### src/sv/mvla_pkg.sv
package mvla_pkg;

   localparam int SITE_BITS       = 10;
   localparam int AREA_BITS       = 21;
   localparam int MAX_SITES_DEF   = 64;
   localparam int COORD_BITS_DEF  = 10;
   localparam int NUM_FLAGS       = 4;

   localparam int FLAG_LEFT  = 0;
   localparam int FLAG_UP    = 1;
   localparam int FLAG_RIGHT = 2;
   localparam int FLAG_DOWN  = 3;

   localparam logic [AREA_BITS-1:0] AREA_MAX = '1;

   typedef struct packed {
      logic load;
      logic rot;
      logic wrap;
      logic probe;
      logic clr;
   } cell_ctl_type;

endpackage

### src/sv/mvla_cell.sv
module mvla_cell #(
   parameter int COORD_BITS = mvla_pkg::COORD_BITS_DEF
) (
   input  logic                            clock,
   input  mvla_pkg::cell_ctl_type          ctl,
   input  logic [COORD_BITS-1:0]           ld_x,
   input  logic [COORD_BITS-1:0]           ld_y,
   input  logic [COORD_BITS-1:0]           probe_x,
   input  logic [COORD_BITS-1:0]           probe_y,
   input  logic [COORD_BITS-1:0]           nb_x,
   input  logic [COORD_BITS-1:0]           nb_y,
   input  logic [mvla_pkg::NUM_FLAGS-1:0]  nb_flags,
   input  logic [mvla_pkg::AREA_BITS-1:0]  nb_area,
   input  logic [COORD_BITS-1:0]           wr_x,
   input  logic [COORD_BITS-1:0]           wr_y,
   input  logic [mvla_pkg::NUM_FLAGS-1:0]  wr_flags,
   input  logic [mvla_pkg::AREA_BITS-1:0]  wr_area,
   output logic [COORD_BITS-1:0]           out_x,
   output logic [COORD_BITS-1:0]           out_y,
   output logic [mvla_pkg::NUM_FLAGS-1:0]  out_flags,
   output logic [mvla_pkg::AREA_BITS-1:0]  out_area
);
   import mvla_pkg::*;

   logic [COORD_BITS-1:0] x_ff, y_ff, x_in, y_in;
   logic [NUM_FLAGS-1:0]  flags_ff, flags_in;
   logic [AREA_BITS-1:0]  area_ff, area_in;
   logic [COORD_BITS-1:0] dx, dy;
   logic [NUM_FLAGS-1:0]  cone;

   assign dx = (probe_x > x_ff) ? probe_x - x_ff : x_ff - probe_x;
   assign dy = (probe_y > y_ff) ? probe_y - y_ff : y_ff - probe_y;

   always_comb begin
      cone             = '0;
      cone[FLAG_LEFT]  = (probe_x < x_ff) && (dx >= dy);
      cone[FLAG_UP]    = (probe_y > y_ff) && (dy >= dx);
      cone[FLAG_RIGHT] = (probe_x > x_ff) && (dx >= dy);
      cone[FLAG_DOWN]  = (probe_y < y_ff) && (dy >= dx);
   end

   assign out_x     = x_ff;
   assign out_y     = y_ff;
   assign out_flags = ctl.probe ? (flags_ff | cone) : flags_ff;
   assign out_area  = ctl.clr ? '0 : area_ff;

   always_comb begin
      x_in     = x_ff;
      y_in     = y_ff;
      flags_in = flags_ff;
      area_in  = area_ff;
      if (ctl.load) begin
         x_in     = ld_x;
         y_in     = ld_y;
         flags_in = '0;
         area_in  = '0;
      end else if (ctl.rot) begin
         if (ctl.wrap) begin
            x_in     = wr_x;
            y_in     = wr_y;
            flags_in = wr_flags;
            area_in  = wr_area;
         end else begin
            x_in     = nb_x;
            y_in     = nb_y;
            flags_in = nb_flags;
            area_in  = nb_area;
         end
      end
   end

   always_ff @(posedge clock) begin
      x_ff     <= x_in;
      y_ff     <= y_in;
      flags_ff <= flags_in;
      area_ff  <= area_in;
   end

endmodule

### config.mk
export PLATFORM = sky130hd
export DESIGN_NAME = mvla_cell
export DESIGN_NICKNAME = d
export VERILOG_FILES = /design/src/sv/mvla_pkg.sv /design/src/sv/mvla_cell.sv
export SDC_FILE = /design/constraint.sdc
export NUM_CORES = 1
export LEC_CHECK = 0
export BUFFER_PORTS_ARGS = -buffer_cell sky130_fd_sc_hd__buf_2
export CORE_AREA = 2 2 86 121
export DETAILED_ROUTE_END_ITERATION = 7
export DIE_AREA = 0 0 88 123
export PLACE_DENSITY_LB_ADDON = 0.05
export SLEW_MARGIN = 5
export SYNTH_ARGS = -nofsm -noshare
export SYNTH_HDL_FRONTEND = slang
export SYNTH_SLANG_ARGS = --single-unit
### constraint.sdc
create_clock -name clock -period 4.5 [get_ports clock]
set_input_delay 0 -clock clock [delete_from_list [all_inputs] [get_ports clock]]
set_output_delay 0 -clock clock [all_outputs]
set_load 0.01 [all_outputs]
==> flow_summary.toml <==
[cells_and_area]
layout-drive-gt1-share_pct = 33.54
fillCellCount = 931
mostFrequentLayoutCells = "buf_2, mux2i_1, inv_1"
final_util_pct = 56.26
final_common_cell = "buf_2"
multiInputGateArea_um2 = 2855
area_growth_pct = 28.64
seq_area_um2 = 1101
design_area_um2 = 5479
nets = 840

[floorplanning]
coreArea_um2 = 9738
fp.dieW_um = 88
die_area_um2 = 10820
initial_core_util_pct = 43.74
die_h_um = 123
ioPinCount = 181
fp-row-count = 43

[power_and_ir_drop]
internal_power_uw = 1107
leakage_uw = 0.002898
peakVddDrop_uv = 204.6
swShare_pct = 35.94
p_per_area_nw_per_um2 = 315.5
seq_power_share_pct = 28.7
design_power_total_uw = 1729
combPwrFrac_pct = 48.4
power.switching_uw = 621.2
pwr-share-clk_pct = 22.8

[placement]
place_area_um2 = 5218
gp_congestion = 0.8233
hpwl_um = 9289
port_buffers = 180

[detailed_routing]
ant_nets = 0
dr.pass1.iters = 4
num_vias = 3908
drt-total-wl_um = 11250
remaining_drc_errors = 0
wl_per_cell_um = 14.26
drt_first_iter_violations = 116
vias_per_cell = 4.953

[grt]
grt_antenna_before_repair = 1
grtUsageTotal_pct = 20.59
grt_max_degree = 67
overflow = 0
grt_pass1_wl_um = 17370
grt_pass1_vias = 3760

[sta]
fmax_ghz = 0.2363
max_slew.worst_pin.slew_ps = 847.4
drv_slew = 0
layout_min_cycle_time_ps = 4233
finalCritPeriodShare_pct = 94.06
final-setup-viol-count = 0
rsz0062_at_grt = "no"
hold_violations = 0
maxSlewHeadroom_pct = 43.51
tns_ps = 0
fin_skew_ps = 0

[setup_path]
r2r_start = "flags_ff[0]"
path_max_fanout = 7
critPathSlowestCell = "edfxtp_1"
worstPathCellList = "ha_1 -> inv_1 -> fa_1 -> a21oi_2 -> o221ai_2 -> nand2b_1 -> a211oi_2 -> buf_6 -> mux2i_2 -> xor2_1 -> ha_1 -> a21o_1 -> a21o_1 -> a221o_1 -> a221oi_2 -> a21boi_1 -> a21o_2 -> buf_2"
cp_top_family = "compound AO/OA/AOI/OAI gates"
start_kind = "register"
cp-end-kind = "output port"
critPathMaxStageDelay_ps = 410
criticalPathCategory = "reg2out"
worstPathRequired_ps = 4500
cp_data_arrival_time_ps = 4230
crit_path_start = "out_y[0]"
path_buf_inv = 3

[synth]
async_flop_share_pct = 0
ys_warn_count = 0
synthCells = 485
synth_cell_types = 48
netlist_area_um2 = 4259
synth_edf_count = 20
syn_nets = 673
synthFlopType = "dfxtp_1"
synth.avg_cell_area_um2 = 8.782
synth-seq-area-share_pct = 25.85
synth_seq_cells = 45

[clock_network]
clk_pin_slew_ps = 70
cts_tree = "done"
clkSinkCount = 45
cts_root_buf = "clkbuf_16"
numCtsBuffers = 5
cts_buffer_depth = 2
worstSkewPairLatency_ps = 280
post_cts_buffers = 0
cts_max_level = 2

[worst_hold_path]
min_path_type = "in2reg"
holdCritStartpoint = "ld_y[4]"

[job]
cap_violations = 0

[run_status]
status = "completed"
==> stage by stage <==
stage	hold WS (ps)	instances	setup slack, ps
after floorplan	46.41	485	987.6
after global placement	278.8	774	528.7
final	6.333	789	267.2
after CTS	0.5356	788	132.4
after detailed placement	284.0	774	456.9
after global routing	19.59	789	4.145
==> power groups by stage <==
stage / Sequential (µW) / Combinational [µW] / Clock (µW)
6_report: 496 / 837 / 395
5_1_grt: 502 / 939 / 419
4_1_cts: 497 / 830 / 406
3_5_place_dp: 505 / 822 / 0
3_3_place_gp: 502 / 808 / 0
2_1_floorplan: 510 / 580 / 0
==> final timing paths <==
path / endpoint / slack [ps] / cells after the start
min reg2reg: area_ff[16] / 480 / 2
min: out_y[4] / 6 / 3
max: out_flags[1] / 270 / 18
max reg2reg: flags_ff[0] / 3760 / 2
==> flip-flops by register name, indices dropped and copies added, names as in the netlist <==
signal / cells
area_ff: 21
flags_ff: 4
out_x: 10
out_y: 10
==> repair_timing <==
action	in CTS	in global routing
hold buffers	6	0
gates resized for setup	0	12
endpoints found under the setup margin	0	4
endpoints found under the hold margin	6	0
==> layer usage <==
layer / GRT usage, % / share of wire (%) / vias to the layer above
met1: 25.05 / 43 / 1741
met5: 0 / 0 / -
li1: - / - / 2041
met4: 5.865 / 1.6 / 0
met3: 3.672 / 4.9 / 9
met2: 36.70 / 51 / 117
==> synth_stat cells, types with 4 or more instances <==
cell,count,area [µm²]
clkbuf_1,16,60.06
fa_1,4,80.08
mux2i_1,61,610.6
nor2_1,31,116.4
buf_2,11,55.05
a211oi_1,26,195.2
a21o_1,22,165.2
dfxtp_1,25,500.5
inv_1,51,191.4
o21ai_0,26,130.1
a21oi_1,21,105.1
a31oi_1,5,31.28
xor2_1,9,78.83
ha_1,48,600.6
nor2b_1,23,143.9
edfxtp_1,20,600.6
nand3_1,6,30.03
xnor2_1,6,52.55
nand2_1,27,101.4
a221oi_1,4,35.03
==> kinds of logic after synthesis <==
group	share of synthesized area (%)
AO/OA/AOI/OAI	20.33
XOR/XNOR	3.467
adder cells (fa/ha/maj)	15.98
buffers and inverters	7.990
flip-flops	25.85
multiplexers	14.95
AND/OR/NAND/NOR	11.43
==> worst reg2reg max path, cell delays in order (launching register included) <==
cell and delay, ps:
dfxtp_1 380, nor2_1 50, a211oi_1 220
==> area by class of cell <==
class / instances / share of cell area (%)
multi-input combinational: 358 / 52.11
sequential: 45 / 20.10
timing repair buffer: 191 / 18.29
inverter: 51 / 3.494
tap: 135 / 3.083
clock buffer: 7 / 2.786
clock inverter: 1 / 0.09135
antenna: 1 / 0.04567
Note: power is estimated with default switching activity, not from simulation.
